File: src/sv/fba_pkg.sv
package fba_pkg;

    localparam int NUM_FRAMES   = 65536;
    localparam int WORD_BITS    = 32;
    localparam int INDEX_W      = 16;
    localparam int INDEX_SPAN   = 1 << INDEX_W;
    localparam int NUM_WORDS    = (NUM_FRAMES + WORD_BITS - 1) / WORD_BITS;
    localparam int SEARCH_LIMIT = (NUM_FRAMES < INDEX_SPAN) ? NUM_FRAMES : INDEX_SPAN;
    localparam int LAST_WORD    = (SEARCH_LIMIT - 1) / WORD_BITS;
    localparam int BIT_W        = $clog2(WORD_BITS);
    localparam int ADDR_W       = (NUM_WORDS > 1) ? $clog2(NUM_WORDS) : 1;

    localparam logic [1:0] OP_FIND      = 2'd0;
    localparam logic [1:0] OP_MARK_USED = 2'd1;
    localparam logic [1:0] OP_MARK_FREE = 2'd2;
    localparam logic [1:0] OP_CHECK     = 2'd3;

    typedef struct packed {
        logic [1:0]         op;
        logic [INDEX_W-1:0] frame_index;
    } req_t;

    typedef struct packed {
        logic               found;
        logic [INDEX_W-1:0] frame_out;
        logic               used_flag;
    } rsp_t;

    typedef struct packed {
        logic                 we;
        logic [ADDR_W-1:0]    waddr;
        logic [WORD_BITS-1:0] wdata;
        logic [ADDR_W-1:0]    raddr;
    } ram_cmd_t;

endpackage

File: src/sv/fba_ctrl.sv
module fba_ctrl (
    input  logic                          clk,
    input  logic                          rst_n,
    input  logic                          start,
    output logic                          busy,
    input  fba_pkg::req_t                 req,
    output logic                          done,
    output fba_pkg::rsp_t                 rsp,
    output fba_pkg::ram_cmd_t             ram_cmd,
    input  logic [fba_pkg::WORD_BITS-1:0] rd_data
);
    import fba_pkg::*;

    localparam logic [1:0] ST_CLEAR = 2'd0;
    localparam logic [1:0] ST_IDLE  = 2'd1;
    localparam logic [1:0] ST_EVAL  = 2'd2;

    localparam int CAND_W = ADDR_W + BIT_W;

    logic [1:0]           state_reg, state_next;
    logic [ADDR_W-1:0]    addr_reg, addr_next;
    logic                 first_reg, first_next;
    logic                 valid_reg, valid_next;
    logic [1:0]           op_reg, op_next;
    logic [BIT_W-1:0]     bit_reg, bit_next;
    logic                 done_reg, done_next;
    rsp_t                 rsp_reg, rsp_next;

    logic                 accept;
    logic                 req_valid;
    logic [WORD_BITS-1:0] bit_mask;
    logic [WORD_BITS-1:0] free_bits;
    logic                 any_free;
    logic [BIT_W-1:0]     free_pos;
    logic [CAND_W-1:0]    cand;
    logic                 cand_ok;

    // lowest set bit of a word
    function automatic logic [BIT_W-1:0] lowest_set(input logic [WORD_BITS-1:0] v);
        logic [BIT_W-1:0] pos;
        pos = '0;
        for (int i = WORD_BITS - 1; i >= 0; i--)
        begin
            if (v[i])
            begin
                pos = BIT_W'(i);
            end
        end
        return pos;
    endfunction

    assign accept    = start && !busy;
    assign req_valid = (32'(req.frame_index) < SEARCH_LIMIT);
    assign bit_mask  = WORD_BITS'(1) << bit_reg;

    always_comb
    begin
        if (first_reg)
        begin
            free_bits = ~rd_data & ({WORD_BITS{1'b1}} << bit_reg);
        end
        else
        begin
            free_bits = ~rd_data;
        end
    end

    assign any_free = |free_bits;
    assign free_pos = lowest_set(free_bits);
    assign cand     = {addr_reg, free_pos};
    assign cand_ok  = any_free && (32'(cand) < SEARCH_LIMIT);

    always_comb
    begin
        state_next = state_reg;
        addr_next  = addr_reg;
        first_next = first_reg;
        valid_next = valid_reg;
        op_next    = op_reg;
        bit_next   = bit_reg;
        done_next  = 1'b0;
        rsp_next   = rsp_reg;

        ram_cmd.we    = 1'b0;
        ram_cmd.waddr = addr_reg;
        ram_cmd.wdata = '0;
        ram_cmd.raddr = addr_reg;

        unique case (state_reg)
            ST_CLEAR:
            begin
                ram_cmd.we = 1'b1;
                addr_next  = addr_reg + 1'b1;
                if (32'(addr_reg) == NUM_WORDS - 1)
                begin
                    state_next = ST_IDLE;
                end
            end
            ST_IDLE:
            begin
                ram_cmd.raddr = ADDR_W'(req.frame_index >> BIT_W);
                if (accept)
                begin
                    addr_next  = ADDR_W'(req.frame_index >> BIT_W);
                    bit_next   = req.frame_index[BIT_W-1:0];
                    op_next    = req.op;
                    valid_next = req_valid;
                    first_next = 1'b1;
                    state_next = ST_EVAL;
                end
            end
            ST_EVAL:
            begin
                // next word is fetched while this one is examined
                ram_cmd.raddr = addr_reg + 1'b1;
                rsp_next      = '0;
                unique case (op_reg)
                    OP_FIND:
                    begin
                        if (!valid_reg)
                        begin
                            done_next  = 1'b1;
                            state_next = ST_IDLE;
                        end
                        else if (cand_ok)
                        begin
                            rsp_next.found     = 1'b1;
                            rsp_next.frame_out = INDEX_W'(cand);
                            done_next          = 1'b1;
                            state_next         = ST_IDLE;
                        end
                        else if (32'(addr_reg) >= LAST_WORD)
                        begin
                            done_next  = 1'b1;
                            state_next = ST_IDLE;
                        end
                        else
                        begin
                            addr_next  = addr_reg + 1'b1;
                            first_next = 1'b0;
                        end
                    end
                    OP_MARK_USED:
                    begin
                        ram_cmd.we    = valid_reg;
                        ram_cmd.wdata = rd_data | bit_mask;
                        done_next     = 1'b1;
                        state_next    = ST_IDLE;
                    end
                    OP_MARK_FREE:
                    begin
                        ram_cmd.we    = valid_reg;
                        ram_cmd.wdata = rd_data & ~bit_mask;
                        done_next     = 1'b1;
                        state_next    = ST_IDLE;
                    end
                    default:
                    begin
                        rsp_next.used_flag = valid_reg && |(rd_data & bit_mask);
                        done_next          = 1'b1;
                        state_next         = ST_IDLE;
                    end
                endcase
            end
            default:
            begin
                state_next = ST_CLEAR;
                addr_next  = '0;
            end
        endcase
    end

    always_ff @(posedge clk or negedge rst_n)
    begin
        if (!rst_n)
        begin
            state_reg <= ST_CLEAR;
            addr_reg  <= '0;
            first_reg <= 1'b0;
            valid_reg <= 1'b0;
            op_reg    <= OP_FIND;
            done_reg  <= 1'b0;
        end
        else
        begin
            state_reg <= state_next;
            addr_reg  <= addr_next;
            first_reg <= first_next;
            valid_reg <= valid_next;
            op_reg    <= op_next;
            done_reg  <= done_next;
        end
    end

    always_ff @(posedge clk)
    begin
        bit_reg <= bit_next;
        rsp_reg <= rsp_next;
    end

    assign busy = (state_reg != ST_IDLE);
    assign done = done_reg;
    assign rsp  = rsp_reg;

    a_done_after_eval: assert property (@(posedge clk) disable iff (!rst_n)
        done_reg |-> $past(state_reg == ST_EVAL))
        else $error("result strobe without evaluation");

    a_accept_busy: assert property (@(posedge clk) disable iff (!rst_n)
        accept |=> busy)
        else $error("request accepted but block not busy");

    a_found_no_flag: assert property (@(posedge clk) disable iff (!rst_n)
        (done_reg && rsp_reg.found) |-> (rsp_reg.used_flag == 1'b0))
        else $error("find result carries used flag");

    a_notfound_zero: assert property (@(posedge clk) disable iff (!rst_n)
        (done_reg && !rsp_reg.found) |-> (rsp_reg.frame_out == '0))
        else $error("frame out nonzero without found");

    a_write_while_clear_or_eval: assert property (@(posedge clk) disable iff (!rst_n)
        ram_cmd.we |-> (state_reg == ST_CLEAR || state_reg == ST_EVAL))
        else $error("bitmap write outside clear or update");

endmodule

File: config.mk
export PLATFORM = sky130hd
export DESIGN_NAME = fba_ctrl
export DESIGN_NICKNAME = d
export VERILOG_FILES = /design/src/sv/fba_pkg.sv /design/src/sv/fba_ctrl.sv
export SDC_FILE = /design/constraint.sdc
export NUM_CORES = 1
export LEC_CHECK = 0
export BUFFER_PORTS_ARGS = -buffer_cell sky130_fd_sc_hd__buf_2
export CAP_MARGIN = 20
export CELL_PAD_IN_SITES_DETAIL_PLACEMENT = 0
export CELL_PAD_IN_SITES_GLOBAL_PLACEMENT = 1
export CORE_AREA = 3 3 117 119
export CTS_BUF_LIST = sky130_fd_sc_hd__clkbuf_4 sky130_fd_sc_hd__clkbuf_8
export DETAILED_ROUTE_END_ITERATION = 10
export DIE_AREA = 0 0 120 122
export GPL_ROUTABILITY_DRIVEN = 0
export MAX_ROUTING_LAYER = met4
export PLACE_DENSITY_LB_ADDON = 0.2
export SKIP_LAST_GASP = 1
export SYNTH_ARGS = -nofsm -noshare
export SYNTH_HDL_FRONTEND = slang
export SYNTH_SLANG_ARGS = --single-unit
export TNS_END_PERCENT = 20
File: constraint.sdc
create_clock -name clk -period 2.6 [get_ports clk]
set_input_delay 0.13 -clock clk [delete_from_list [all_inputs] [get_ports clk]]
set_output_delay 0.13 -clock clk [all_outputs]
set_load 0.02 [all_outputs]
# Word level (Yosys, flattened, before mapping)
# Cells that the tools add are included.
dict set report totals {
  wordCells 125
  reg_bits 41
  input_bits 53
  output_inout_bits 75
}
dict set report classes {
  shifts 2
  add_sub_neg 1
  n_mux 63
  n_reduce_logical 21
  eq_ne 13
  bitwise_logic 9
  n_lt_le_gt_ge 1
}
# op n
set op_table {}
lappend op_table {{5-bit two-way mux} 32}
lappend op_table {{32-bit AND} 3}
lappend op_table {{32-bit two-way mux} 2}
lappend op_table {{32-bit NOT} 2}
lappend op_table {{32-bit case mux with 2 select lines} 1}
lappend op_table {{32-bit OR reduction} 2}
lappend op_table {{11-bit two-way mux} 5}
lappend op_table {{11-bit case mux with 3 select lines} 1}
lappend op_table {{32-bit OR} 1}
lappend op_table {{1-bit by 5-bit << shifter with 32-bit output (first input constant)} 1}
lappend op_table {{32-bit by 5-bit << shifter with 32-bit output (first input constant)} 1}
lappend op_table {{11-bit case mux with 2 select lines} 1}
lappend op_table {{19-bit OR reduction} 1}
lappend op_table {{17-bit two-way mux} 1}
lappend op_table {{2-bit two-way mux} 6}
lappend op_table {{11-bit by 1-bit adder with 11-bit output (second input constant)} 1}
lappend op_table {{11-bit == test (second input constant)} 1}
lappend op_table {{11-bit >= comparator (second input constant)} 1}
lappend op_table {{1-bit two-way mux} 11}
lappend op_table {{11-bit OR reduction} 1}
lappend op_table {{2-bit inequality test (second input constant)} 5}
lappend op_table {{7-bit OR reduction} 1}
lappend op_table {{2-bit case mux with 3 select lines} 1}
lappend op_table {{3-bit AND reduction} 2}
lappend op_table {{17 further kinds} 26}

# Depth between registers and ports, before layout
# Gate-level depths: netlist of run 1.
dict set report logic_depth {
  depth_word 36
  mapped_depth 11
  depth_no_buf 8
}

# Worst setup path after synthesis of run 1
# Ideal clock, no wire load.
dict set report synth_timing {
  path_type {reg2reg}
  startpoint {register addr_reg[0]}
  endpoint {register state_reg[1]}
  t_arrival_ns 2.388
  setup_ns 0.080
  period_less_slack_ns 2.467
  path_buffers 0
  setup_slack_ns 0.133
  stages_incl_launch_ff 9
  required_ns 2.520
  cell_sequence {dfrtp_1 > ha_1 > nand3_1 > nor4_1 > o2111ai_1 > nand4_2 > nor3_2 > a221oi_1 > mux2i_1}
}
dict set report synth_between {
  elab_chain_cells 3
  word_cells_on_any_way 5
  cone_classes {order compare: 1; eq/ne: 3; reduce/logical: 1}
}
# item line_no
set synth_rtl {}
lappend synth_rtl {{start: declaration} fba_ctrl.sv:21} ;# logic [ADDR_W-1:0] addr_reg, addr_next;
lappend synth_rtl {{start signal: assignment} fba_ctrl.sv:187} ;# addr_reg <= addr_next;
lappend synth_rtl {{11-bit >= comparator / 11-bit == test (equally long branches)} {fba_ctrl.sv:132, fba_ctrl.sv:94}}
lappend synth_rtl {{5-bit inequality test (no line) / 2-bit inequality test (equally long branches)} --}
lappend synth_rtl {{3-bit AND reduction (no line) *} --}
lappend synth_rtl {{end signal: assignment} fba_ctrl.sv:186} ;# state_reg <= state_next;
lappend synth_rtl {{end: declaration} fba_ctrl.sv:20} ;# logic [1:0] state_reg, state_next;
# Mark *: on every way between the ends. The rest lies on a longest branch, timed or not.
# A chain may end at the register's enable or synchronous reset.

# Worst setup path after layout of run 1
dict set report layout_timing {
  startpoint {register bit_reg[1]}
  endpoint {register rsp_reg, in the netlist rsp[3] (data pin)}
}
dict set report layout_between {
  elab_chain_cells 31
  word_cells_on_any_way 34
  cone_classes {shift: 1; mux: 29; bitwise: 2; reduce/logical: 2}
}
# item line_no
set layout_rtl {}
lappend layout_rtl {{start: declaration} fba_ctrl.sv:25} ;# logic [BIT_W-1:0] bit_reg, bit_next;
lappend layout_rtl {{start signal: assignment} fba_ctrl.sv:197} ;# bit_reg <= bit_next;
lappend layout_rtl {{32-bit by 5-bit << shifter with 32-bit output *} fba_ctrl.sv:60} ;# free_bits = ~rd_data & ({WORD_BITS{1'b1}} << bit_reg);
lappend layout_rtl {{32-bit AND *} fba_ctrl.sv:60}
lappend layout_rtl {{32-bit two-way mux *} fba_ctrl.sv:58} ;# if (first_reg)
lappend layout_rtl {{5-bit two-way mux (28 in series)} fba_ctrl.sv:44} ;# if (v[i])
lappend layout_rtl {{end signal: assignment} fba_ctrl.sv:198} ;# rsp_reg <= rsp_next;
lappend layout_rtl {{end: declaration} fba_ctrl.sv:27} ;# rsp_t rsp_reg, rsp_next;
# Marks and branches as above.

==> results of run 1 <==
Yosys cell counts (7+ instances only):
master / instances / area [µm²]
ha_1: 9 / 113
o31a_1: 7 / 61.3
a21oi_1: 89 / 445
dfrtp_1: 18 / 450
o21ai_0: 29 / 145
clkbuf_1: 29 / 109
and2_1: 16 / 100
a221oi_1: 9 / 78.8
inv_1: 17 / 63.8
a31oi_1: 12 / 75.1
a211oi_1: 9 / 67.6
nor2_1: 33 / 124
and3_1: 8 / 50.1
nand3_1: 26 / 130
buf_1: 8 / 30.0
buf_2: 8 / 40.0
mux2i_1: 9 / 90.1
edfxtp_1: 23 / 691
nor3_1: 42 / 210
nand2_1: 92 / 345
or3_1: 7 / 43.8
a22oi_1: 9 / 67.6
where the power goes:
group / leakage, nW / total (mW) / internal [mW] / switching, mW
clock network: 0.0408 / 0.436 / 0.200 / 0.236
logic: 2.07 / 0.212 / 0.0891 / 0.123
registers: 0.472 / 0.682 / 0.682 / 0
total: 2.58 / 1.33 / 0.971 / 0.359
repair_timing:
action,CTS,global route
buffers inserted,8,2
pin swaps,4,4
hold endpoints to repair,22,0
gates cloned,1,0
hold buffers,5,0
resized for setup,17,9
endpoints found under the setup margin,16,29
worst min-delay path by stage:
stage | cells past startpoint | startpoint | end
floorplan | 0 | rst_n | addr_reg[0]
global placement | 1 | rst_n | done
detailed placement | 1 | rst_n | done
CTS | 1 | req[4] | bit_reg[4]
global route | 1 | req[4] | bit_reg[4]
finish | 1 | req[4] | bit_reg[4]
critical path: stages (launching register included):
cell and delay (ns):
edfxtp_1 0.51, buf_4 0.20, or2_2 0.32, a311oi_4 0.40, buf_4 0.18, buf_4 0.12
nor3_1 0.05, o31ai_2 0.07, a21o_1 0.17, a21oi_1 0.10, nor4_4 0.25, buf_4 0.15
metrics by stage:
stage                     setup slack (ns)  total power [mW]
after floorplan                      0.133             0.767
after global placement              -0.272             0.887
after detailed placement            -0.185             0.889
after CTS                          -0.0101              1.34
after global routing                -0.163              1.39
final                              -0.0258              1.33
layout make-up:
class                   count  area share
multi-input cells         500       0.503
repair buffers            231       0.247
flip-flops and latches     41       0.188
well taps                 172      0.0354
clock buffers               6      0.0126
inverters                  19      0.0117
clock inverters             2     0.00247
routing by layer:
metal	GRT usage	up-vias
li1	-	2673
met4	0.0336	0
met5	-	-
met2	0.361	310
met3	0.0413	15
met1	0.364	2655
kinds of logic after synthesis:
family / after synthesis / synth area share
AO/OA/AOI/OAI: 226 / 0.340
adder cells (fa/ha/maj): 9 / 0.0256
buffers and inverters: 70 / 0.0697
flip-flops: 41 / 0.260
multiplexers: 10 / 0.0231
AND/OR/NAND/NOR: 255 / 0.282
cells in the final DEF, fill, tap and decap left out, drive strengths merged, types with 3 or more instances in the layout:
| master | instances |
|---|---|
| a211oi | 9 |
| a21boi | 4 |
| a21o | 5 |
| a21oi | 89 |
| a221o | 3 |
| a221oi | 9 |
| a22oi | 9 |
| a31o | 3 |
| a31oi | 12 |
| and2 | 16 |
| and3 | 8 |
| buf | 225 |
| clkbuf | 6 |
| dfrtp | 18 |
| dlygate4sd3 | 5 |
| edfxtp | 23 |
| ha | 9 |
| inv | 17 |
| mux2i | 9 |
| nand2 | 92 |
| nand2b | 3 |
| nand3 | 26 |
| nand4 | 4 |
| nor2 | 33 |
| nor2b | 4 |
| nor3 | 43 |
| nor3b | 4 |
| nor4 | 5 |
| o2111ai | 3 |
| o21a | 3 |
| o21ai | 33 |
| o221ai | 5 |
| o31a | 7 |
| o31ai | 5 |
| o32ai | 3 |
| or2 | 3 |
| or3 | 7 |
| or4 | 3 |
==> metrics.txt, run 1 <==
# TYPE chip_impl_metric gauge
chip_impl_info{name="outcome",value="finished, violations left"} 1
chip_impl_info{name="failing_checks",value="negative setup slack"} 1
chip_impl_metric{name="die_area",unit="mm²"} 0.0146
chip_impl_info{name="reg_to_reg_critical_path_endpoint",value="rsp[3]"} 1
chip_impl_metric{name="max_clock_freq",unit="GHz"} 0.381
chip_impl_metric{name="cts-buffers-inserted",unit=""} 5
chip_impl_info{name="hp-class",value="in2reg"} 1
chip_impl_metric{name="cts.path.max_buffers",unit=""} 2
chip_impl_metric{name="route.antenna.remaining_nets",unit=""} 0
chip_impl_metric{name="start_util",unit=""} 0.347
chip_impl_metric{name="timing.hold.ws",unit="ns"} 0.0321
chip_impl_metric{name="layout.cell_area.non_filler",unit="mm²"} 0.00608
chip_impl_metric{name="finalHoldViolations",unit=""} 0
chip_impl_info{name="cts_tree",value="done"} 1
chip_impl_metric{name="max-slew-margin-rel",unit=""} 0.655
chip_impl_metric{name="row_cnt",unit=""} 41
chip_impl_metric{name="first_pass_iters",unit=""} 5
chip_impl_metric{name="synth-warning-count",unit=""} 0
chip_impl_metric{name="place.detailed.hpwl",unit="µm"} 13800
chip_impl_metric{name="total_of_buffers_placed_on_input_and_output_ports",unit=""} 127
chip_impl_info{name="setup.worst_path.end_class",value="flip-flop"} 1
chip_impl_metric{name="final_nets",unit=""} 860
chip_impl_metric{name="post_drt_wl_per_cell",unit="µm"} 18.8
chip_impl_metric{name="count_of_final_setup_violators",unit=""} 9
chip_impl_metric{name="maxCapViolCount",unit=""} 0
chip_impl_metric{name="drt-met1-wl",unit="µm"} 8410
chip_impl_metric{name="async_reset_ff_frac",unit=""} 0.439
chip_impl_metric{name="netlist_instances",unit=""} 611
chip_impl_metric{name="area_growth_syn_to_layout",unit="%"} 38.3
chip_impl_metric{name="tightest_slew",unit="ns"} 0.516
chip_impl_metric{name="groute.usage.overall",unit=""} 0.246
chip_impl_metric{name="area.sequential",unit="mm²"} 0.00114
chip_impl_metric{name="synthesized_flop_and_latch_total",unit=""} 41
chip_impl_metric{name="post-route-period-util",unit=""} 1.01
chip_impl_metric{name="cts.htree.levels",unit=""} 2
chip_impl_metric{name="totalWireLength",unit="µm"} 18300
chip_impl_metric{name="detailroute.wirelength.met2",unit="µm"} 7900
chip_impl_metric{name="crit_required",unit="ns"} 2.77
chip_impl_info{name="synth_flop_cell",value="edfxtp_1"} 1
chip_impl_metric{name="irDropWorstVdd",unit="V"} 0.000186
chip_impl_info{name="grt_setup_unrepaired",value="yes"} 1
chip_impl_metric{name="synth_area",unit="mm²"} 0.00440
chip_impl_metric{name="post_synth_num_cell_types",unit=""} 67
chip_impl_metric{name="met3_length",unit="µm"} 1780
chip_impl_metric{name="layout.filler_cells",unit=""} 1296
chip_impl_info{name="worst_setup_path_startpoint",value="bit_reg[1]"} 1
chip_impl_metric{name="synth_seq_area_share",unit=""} 0.260
chip_impl_metric{name="largest_reg_flops",unit=""} 18
chip_impl_metric{name="clock-skew-final",unit="ns"} 0.0128
chip_impl_metric{name="cts.clk_slew.worst_paths",unit="ns"} 0.08
chip_impl_metric{name="final.setup.tns",unit="ns"} -0.111
chip_impl_metric{name="drt-initial-drc-count",unit=""} 728
chip_impl_info{name="critical_path_class",value="reg2reg"} 1
chip_impl_metric{name="final_cells",unit=""} 971
chip_impl_metric{name="synth_area_per_cell",unit="µm²"} 7.20
chip_impl_info{name="endpoint",value="rsp[3]"} 1
chip_impl_metric{name="globalRouteOverflowTotal",unit=""} 0
chip_impl_metric{name="postLayoutCoreUtil",unit=""} 0.480
chip_impl_metric{name="layout_min_cycle_time",unit="ns"} 2.63
chip_impl_metric{name="critPathArrivalTime",unit="ns"} 2.80
chip_impl_info{name="critical_path.reg2reg.startpoint",value="bit_reg[1]"} 1
chip_impl_metric{name="number_of_synthesized_flops_with_an_enable_pin",unit=""} 23
chip_impl_metric{name="grt_first_pass_wirelength",unit="µm"} 28300
chip_impl_metric{name="die_w",unit="µm"} 120
chip_impl_metric{name="place_area",unit="mm²"} 0.00570
chip_impl_info{name="clk_root_buffer_cell",value="clkbuf_8"} 1
chip_impl_metric{name="p_per_area",unit="mW/mm²"} 219
chip_impl_metric{name="core_region_area",unit="mm²"} 0.0127
chip_impl_metric{name="clkLatencyLatePin",unit="ns"} 0.29
chip_impl_metric{name="remaining_drc_errors",unit=""} 0
chip_impl_metric{name="place_inst",unit=""} 947
chip_impl_metric{name="dr_total_vias",unit=""} 5653
chip_impl_metric{name="power_leakage",unit="nW"} 2.58
chip_impl_metric{name="num_antenna_cells",unit=""} 0
chip_impl_metric{name="grt_pass1_vias",unit=""} 5128
chip_impl_metric{name="final_max_slew_viol_count",unit=""} 0
chip_impl_metric{name="cts_sinks",unit=""} 41
chip_impl_info{name="timing.critical_path.from_type",value="flip-flop"} 1
chip_impl_metric{name="grt_start_max_net_pins",unit=""} 33
chip_impl_metric{name="final_layout_size_suffix_gt1_frac",unit=""} 0.334
chip_impl_metric{name="grt_antenna_before_repair",unit=""} 0
chip_impl_info{name="top_layer",value="met4"} 1
chip_impl_metric{name="worst_setup_slack_for_register_to_register_paths",unit="ns"} -0.03
chip_impl_metric{name="route.detailed.vias_per_inst",unit=""} 5.82
chip_impl_metric{name="worst-path-max-fanout",unit=""} 5
chip_impl_metric{name="multiInputGateArea",unit="mm²"} 0.00306
chip_impl_metric{name="postSynthNetCount",unit=""} 673
chip_impl_metric{name="worst_r2r_path_depth",unit=""} 11
chip_impl_metric{name="layout_setup_ws",unit="ns"} -0.0258
chip_impl_metric{name="die_height",unit="µm"} 122
chip_impl_metric{name="floorplan.io_pins",unit=""} 128
(Power assumes the default switching activity.)
==> run 2: changes to the inputs <==
--- a/config.mk
+++ b/config.mk
@@ -7,12 +7,12 @@
 export LEC_CHECK = 0
 export BUFFER_PORTS_ARGS = -buffer_cell sky130_fd_sc_hd__buf_2
 export CAP_MARGIN = 20
-export CELL_PAD_IN_SITES_DETAIL_PLACEMENT = 0
-export CELL_PAD_IN_SITES_GLOBAL_PLACEMENT = 1
-export CORE_AREA = 3 3 117 119
+export CELL_PAD_IN_SITES_DETAIL_PLACEMENT = 2
+export CELL_PAD_IN_SITES_GLOBAL_PLACEMENT = 2
+export CORE_AREA = 3 3 132 134
 export CTS_BUF_LIST = sky130_fd_sc_hd__clkbuf_4 sky130_fd_sc_hd__clkbuf_8
 export DETAILED_ROUTE_END_ITERATION = 10
-export DIE_AREA = 0 0 120 122
+export DIE_AREA = 0 0 135 137
 export GPL_ROUTABILITY_DRIVEN = 0
 export MAX_ROUTING_LAYER = met4
 export PLACE_DENSITY_LB_ADDON = 0.2
==> metrics.txt, run 2 (synthesis gave the netlist of run 1 again) <==
# TYPE chip_impl_metric gauge
chip_impl_metric{name="place.detailed.hpwl",unit="µm"} 18300
chip_impl_metric{name="count_of_final_setup_violators",unit=""} 20
chip_impl_metric{name="globalRouteOverflowTotal",unit=""} 0
chip_impl_metric{name="route.detailed.vias_per_inst",unit=""} 5.75
chip_impl_metric{name="cts.htree.levels",unit=""} 2
chip_impl_metric{name="remaining_drc_errors",unit=""} 0
chip_impl_metric{name="final_max_slew_viol_count",unit=""} 0
chip_impl_metric{name="irDropWorstVdd",unit="V"} 0.000227
chip_impl_metric{name="totalWireLength",unit="µm"} 24700
chip_impl_metric{name="met3_usage",unit=""} 0.0346
chip_impl_info{name="clk_root_buffer_cell",value="clkbuf_8"} 1
chip_impl_info{name="cp_slowest_cell",value="edfxtp_1"} 1
chip_impl_metric{name="die_height",unit="µm"} 137
chip_impl_metric{name="total_of_buffers_placed_on_input_and_output_ports",unit=""} 127
chip_impl_metric{name="grt_use_met2",unit=""} 0.404
chip_impl_info{name="cts_tree",value="done"} 1
chip_impl_metric{name="power_leakage",unit="nW"} 2.73
chip_impl_metric{name="place_inst",unit=""} 1007
chip_impl_metric{name="layout.filler_cells",unit=""} 1937
chip_impl_metric{name="cts.clk_slew.worst_paths",unit="ns"} 0.09
chip_impl_metric{name="route.antenna.remaining_nets",unit=""} 0
chip_impl_info{name="timing.critical_path.from_type",value="flip-flop"} 1
chip_impl_info{name="grt_most_used_layer",value="met2"} 1
chip_impl_info{name="failing_checks",value="negative setup slack"} 1
chip_impl_metric{name="num_antenna_cells",unit=""} 0
chip_impl_metric{name="grt_first_pass_wirelength",unit="µm"} 36000
chip_impl_metric{name="die_w",unit="µm"} 135
chip_impl_metric{name="grt_start_max_net_pins",unit=""} 33
chip_impl_metric{name="final.setup.tns",unit="ns"} -2.90
chip_impl_metric{name="core_region_area",unit="mm²"} 0.0164
chip_impl_metric{name="max-slew-margin-rel",unit=""} 0.514
chip_impl_info{name="outcome",value="finished, violations left"} 1
chip_impl_info{name="hp-class",value="in2reg"} 1
chip_impl_metric{name="layout_min_cycle_time",unit="ns"} 2.93
chip_impl_metric{name="dr_total_vias",unit=""} 5975
chip_impl_metric{name="critPathArrivalTime",unit="ns"} 3.18
chip_impl_metric{name="cts.path.max_buffers",unit=""} 2
chip_impl_metric{name="p_per_area",unit="mW/mm²"} 245
chip_impl_metric{name="drt-initial-drc-count",unit=""} 426
chip_impl_metric{name="layout_setup_ws",unit="ns"} -0.325
chip_impl_metric{name="die_area",unit="mm²"} 0.0185
chip_impl_metric{name="cts_sinks",unit=""} 41
chip_impl_metric{name="worst-path-max-fanout",unit=""} 17
chip_impl_metric{name="grt_pass1_vias",unit=""} 6168
chip_impl_metric{name="final_nets",unit=""} 881
chip_impl_metric{name="row_cnt",unit=""} 47
chip_impl_info{name="cp_cell_sequence",value="buf_6, a31o_2, nand4b_1, a2111oi_4, nand4_2, o41a_1, buf_12, or3_1, nand3_1"} 1
chip_impl_metric{name="largest_reg_flops",unit=""} 18
chip_impl_metric{name="grt_antenna_before_repair",unit=""} 0
chip_impl_metric{name="max_clock_freq",unit="GHz"} 0.342
chip_impl_metric{name="finalHoldViolations",unit=""} 0
chip_impl_metric{name="clkLatencyLatePin",unit="ns"} 0.33
chip_impl_info{name="grt_setup_unrepaired",value="yes"} 1
chip_impl_info{name="critical_path_class",value="reg2reg"} 1
chip_impl_metric{name="area_growth_syn_to_layout",unit="%"} 45.9
chip_impl_metric{name="final_cells",unit=""} 1040
chip_impl_metric{name="crit_required",unit="ns"} 2.86
chip_impl_metric{name="start_util",unit=""} 0.268
chip_impl_metric{name="critical_path.max_stage_delay",unit="ns"} 0.51
chip_impl_metric{name="maxCapViolCount",unit=""} 0
chip_impl_metric{name="cts-buffers-inserted",unit=""} 5
chip_impl_metric{name="post_drt_wl_per_cell",unit="µm"} 23.7
chip_impl_metric{name="post-route-period-util",unit=""} 1.13
chip_impl_info{name="mostFrequentLayoutCell",value="buf_2"} 1
chip_impl_metric{name="first_pass_iters",unit=""} 5
chip_impl_metric{name="tightest_slew",unit="ns"} 0.726
chip_impl_metric{name="floorplan.io_pins",unit=""} 128
chip_impl_metric{name="groute.layer.met1.usage",unit=""} 0.353
chip_impl_metric{name="clock-skew-final",unit="ns"} 0.0114
chip_impl_metric{name="final_layout_size_suffix_gt1_frac",unit=""} 0.363
chip_impl_metric{name="groute.usage.overall",unit=""} 0.255
chip_impl_info{name="layout.cells.most_common_list",value="buf_2, buf_4, nand2_1"} 1
chip_impl_info{name="setup.worst_path.end_class",value="flip-flop"} 1
[run 2: cell types whose count changed in the layout (fill, tap and decap cells not counted), moves of 2 or more]
cell / before / now
a22oi_1: 9 / 7
a21oi_2: 2 / 4
buf_4: 92 / 105
buf_6: 3 / 12
a22oi_2: 0 / 2
clkinvlp_4: 2 / 0
a221oi_1: 9 / 6
o21ai_1: 3 / 5
bufinv_16: 0 / 2
a21oi_1: 87 / 85
a221oi_2: 0 / 3
[run 2: what timing repair did]
action	4_1_cts	5_1_grt
hold endpoints to repair	23	0
hold buffers	6	0
buffers inserted	9	10
setup endpoints to repair	18	49
pin swaps	3	6
resized for setup	12	34
[run 2: final timing paths]
| check | from | endpoint | slack (ns) | depth (start not counted) |
|---|---|---|---|---|
| worst max-delay path | bit_reg[0] | addr_reg[9] | -0.33 | 9 |
| max in group asynchronous | rst_n | first_reg | 1.89 | 2 |
| worst min register to register | valid_reg | valid_reg | 0.58 | 1 |
| min in group asynchronous | rst_n | addr_reg[3] | 0.31 | 2 |
| worst max register to register | bit_reg[0] | addr_reg[9] | -0.33 | 9 |
| worst min-delay path | req[17] | op_reg[1] | 0.04 | 3 |
[run 2: layout make-up]
class | instances | area (µm²) | share of cell area
multi-input combinational | 500 | 3130 | 0.488
timing repair buffer | 252 | 1660 | 0.259
sequential | 41 | 1140 | 0.178
tap | 220 | 275 | 0.0429
inverter | 19 | 71.3 | 0.0111
clock buffer | 5 | 68.8 | 0.0107
clock inverter | 3 | 65.1 | 0.0101
[run 2: metrics by stage]
stage	cell area (µm²)	utilization	total power [mW]	hold slack, ns	setup WS, ns
2_1_floorplan	4400	-	0.767	-0.166	0.133
3_3_place_gp	5840	0.356	0.897	0.134	-0.300
3_5_place_dp	5840	0.356	0.905	0.134	-0.275
4_1_cts	6170	0.376	1.55	0.0370	-0.117
5_1_grt	6420	0.391	1.62	0.0571	-0.430
6_report	6420	0.391	1.57	0.0358	-0.325
[run 2: worst max-delay path: cells and delay by family, from the launching register on]
family,cells,cell delay [ns]
buf+inv,2,0.35
compound gates,3,1.06
flops,1,0.51
simple gates,4,0.92
[run 2: where the power goes]
group / switching, mW / internal, mW
Clock: 0.272 / 0.382
Combinational: 0.143 / 0.0916
Sequential: 0 / 0.682
Total: 0.415 / 1.16
[run 2: layer usage]
| layer | share of wire | vias up |
|---|---|---|
| li1 | - | 2703 |
| met1 | 0.45 | 3007 |
| met2 | 0.47 | 220 |
| met3 | 0.061 | 45 |
| met4 | 0.019 | 0 |
| met5 | 0 | - |
==> run 3: changes to the inputs <==
--- a/config.mk
+++ b/config.mk
@@ -9,10 +9,10 @@
 export CAP_MARGIN = 20
 export CELL_PAD_IN_SITES_DETAIL_PLACEMENT = 2
 export CELL_PAD_IN_SITES_GLOBAL_PLACEMENT = 2
-export CORE_AREA = 3 3 132 134
+export CORE_AREA = 3 3 121 146
 export CTS_BUF_LIST = sky130_fd_sc_hd__clkbuf_4 sky130_fd_sc_hd__clkbuf_8
 export DETAILED_ROUTE_END_ITERATION = 10
-export DIE_AREA = 0 0 135 137
+export DIE_AREA = 0 0 124 149
 export GPL_ROUTABILITY_DRIVEN = 0
 export MAX_ROUTING_LAYER = met4
 export PLACE_DENSITY_LB_ADDON = 0.2
==> metrics.txt, run 3 (synthesis gave the netlist of run 1 again) <==
# TYPE chip_impl_metric gauge
chip_impl_info{name="outcome",value="finished, violations left"} 1
chip_impl_info{name="failing_checks",value="negative setup slack"} 1
chip_impl_info{name="cp_cell_sequence",value="buf_4, buf_6, buf_4, a31o_2, a221oi_1, nor3_2, and3_1, a31oi_1, nand2_1, nor4_1"} 1
chip_impl_metric{name="groute.usage.overall",unit=""} 0.255
chip_impl_metric{name="die_area",unit="mm²"} 0.0185
chip_impl_metric{name="grt_first_pass_wirelength",unit="µm"} 36000
chip_impl_info{name="cp_slowest_cell",value="a221oi_1"} 1
chip_impl_metric{name="tightest_slew",unit="ns"} 0.563
chip_impl_metric{name="max-slew-margin-rel",unit=""} 0.623
chip_impl_info{name="grt_setup_unrepaired",value="yes"} 1
chip_impl_metric{name="row_cnt",unit=""} 51
chip_impl_info{name="critPathMostFrequentCell",value="buf_4"} 1
chip_impl_metric{name="clkLatencyLatePin",unit="ns"} 0.31
chip_impl_metric{name="cts.clk_slew.worst_paths",unit="ns"} 0.10
chip_impl_metric{name="first_pass_iters",unit=""} 4
chip_impl_metric{name="core_region_area",unit="mm²"} 0.0163
chip_impl_metric{name="dr_total_vias",unit=""} 5833
chip_impl_info{name="timing.critical_path.from_type",value="flip-flop"} 1
chip_impl_metric{name="route.antenna.remaining_nets",unit=""} 0
chip_impl_info{name="critical_path_class",value="reg2reg"} 1
chip_impl_metric{name="layout_min_cycle_time",unit="ns"} 2.77
chip_impl_metric{name="clock-skew-final",unit="ns"} 0.0179
chip_impl_metric{name="count_of_final_setup_violators",unit=""} 30
chip_impl_metric{name="maxCapViolCount",unit=""} 0
chip_impl_metric{name="remaining_drc_errors",unit=""} 0
chip_impl_metric{name="die_height",unit="µm"} 149
chip_impl_metric{name="num_antenna_cells",unit=""} 0
chip_impl_metric{name="p_per_area",unit="mW/mm²"} 248
chip_impl_info{name="setup.worst_path.end_class",value="flip-flop"} 1
chip_impl_metric{name="final_nets",unit=""} 872
chip_impl_metric{name="worst-path-max-fanout",unit=""} 6
chip_impl_metric{name="crit_required",unit="ns"} 2.74
chip_impl_metric{name="floorplan.io_pins",unit=""} 128
chip_impl_metric{name="post-route-period-util",unit=""} 1.07
chip_impl_metric{name="largest_reg_flops",unit=""} 18
chip_impl_metric{name="drt-initial-drc-count",unit=""} 223
chip_impl_metric{name="totalWireLength",unit="µm"} 23300
chip_impl_metric{name="final_max_slew_viol_count",unit=""} 0
chip_impl_metric{name="grt_pass1_vias",unit=""} 6406
chip_impl_metric{name="final_layout_size_suffix_gt1_frac",unit=""} 0.344
chip_impl_metric{name="place.detailed.hpwl",unit="µm"} 17500
chip_impl_metric{name="p_total",unit="mW"} 1.54
chip_impl_metric{name="route.detailed.vias_per_inst",unit=""} 5.70
chip_impl_metric{name="critical_path.max_stage_delay",unit="ns"} 0.48
chip_impl_metric{name="power_leakage",unit="nW"} 2.66
chip_impl_metric{name="globalRouteOverflowTotal",unit=""} 0
chip_impl_metric{name="post_drt_wl_per_cell",unit="µm"} 22.7
chip_impl_metric{name="start_util",unit=""} 0.269
chip_impl_info{name="cts_tree",value="done"} 1
chip_impl_metric{name="pre_cts_ws",unit="ns"} -0.217
chip_impl_metric{name="grt_antenna_before_repair",unit=""} 0
chip_impl_info{name="layout.cells.most_common_list",value="buf_2, buf_4, nand2_1"} 1
chip_impl_metric{name="cts-buffers-inserted",unit=""} 5
chip_impl_metric{name="cts.path.max_buffers",unit=""} 2
chip_impl_info{name="clk_root_buffer_cell",value="clkbuf_8"} 1
chip_impl_metric{name="cts.htree.levels",unit=""} 2
chip_impl_metric{name="total_of_buffers_placed_on_input_and_output_ports",unit=""} 127
chip_impl_metric{name="irDropWorstVdd",unit="V"} 0.000170
chip_impl_info{name="mostFrequentLayoutCell",value="buf_2"} 1
chip_impl_metric{name="area_growth_syn_to_layout",unit="%"} 41.3
chip_impl_metric{name="grt_start_max_net_pins",unit=""} 33
chip_impl_metric{name="finalHoldViolations",unit=""} 0
chip_impl_metric{name="die_w",unit="µm"} 124
chip_impl_metric{name="max_clock_freq",unit="GHz"} 0.361
chip_impl_metric{name="layout_setup_ws",unit="ns"} -0.173
chip_impl_info{name="hp-class",value="in2reg"} 1
chip_impl_metric{name="cts_sinks",unit=""} 41
chip_impl_metric{name="critPathArrivalTime",unit="ns"} 2.91
[run 3: report_power, final]
part           internal [mW]  switching [mW]  total [mW]
Clock                  0.387           0.258       0.645
Sequential             0.682               0       0.682
Combinational         0.0847           0.129       0.213
Total                   1.15           0.386        1.54
[run 3: metrics by stage]
step,hold slack [ns],setup TNS [ns],cell area [µm²],util,instances
detailed placement,0.121,-2.17,5780,0.354,991
CTS,0.00187,-1.45,6180,0.379,1022
floorplan,-0.166,0,4400,-,611
global placement,0.111,-0.433,5780,0.354,991
finish,0.0107,-3.02,6210,0.380,1023
global route,0.00195,-8.14,6210,0.380,1023
[run 3: layer usage]
layer / global-route usage / wire [µm] / up-vias
met3: 0.0178 / 773 / 59
met5: - / 0 / -
met1: 0.283 / 9080 / 2918
li1: - / - / 2682
met4: 0.102 / 837 / 0
met2: 0.469 / 12600 / 174
[run 3: final timing paths]
path / startpoint / endpoint / slack (ns) / cells past startpoint
worst min register to register: valid_reg / valid_reg / 0.60 / 1
max in group asynchronous: rst_n / first_reg / 1.93 / 2
min in group asynchronous: rst_n / addr_reg[5] / 0.30 / 2
worst max-delay path: bit_reg[2] / rsp[2] / -0.17 / 10
worst max register to register: bit_reg[2] / rsp[2] / -0.17 / 10
worst min-delay path: req[1] / bit_reg[1] / 0.01 / 1
[run 3: area by class of cell]
| cell class | count | area (µm²) |
|---|---|---|
| clock inverters | 3 | 68.8 |
| inverters | 19 | 71.3 |
| clock buffers | 5 | 68.8 |
| repair buffers | 243 | 1570 |
| multi-input cells | 500 | 3020 |
| fillers | 1980 | 10100 |
| well taps | 212 | 265 |
| flip-flops and latches | 41 | 1140 |
[run 3: what timing repair did]
item | CTS | global route
hold buffers | 3 | 0
setup buffers | 20 | 1
hold endpoints to repair | 20 | 0
pin swaps | 6 | 3
gates cloned | 0 | 0
resized for setup | 19 | 5
endpoints found under the setup margin | 28 | 44
[run 3: worst max-delay path, delay by kind of cell (launching register included)]
kind                   cells  cell delay, ns
buffers and inverters      3            0.45
and+or+nand+nor            4            0.77
AOI/OAI and AO/OA          3            0.95
DFF                        1            0.44
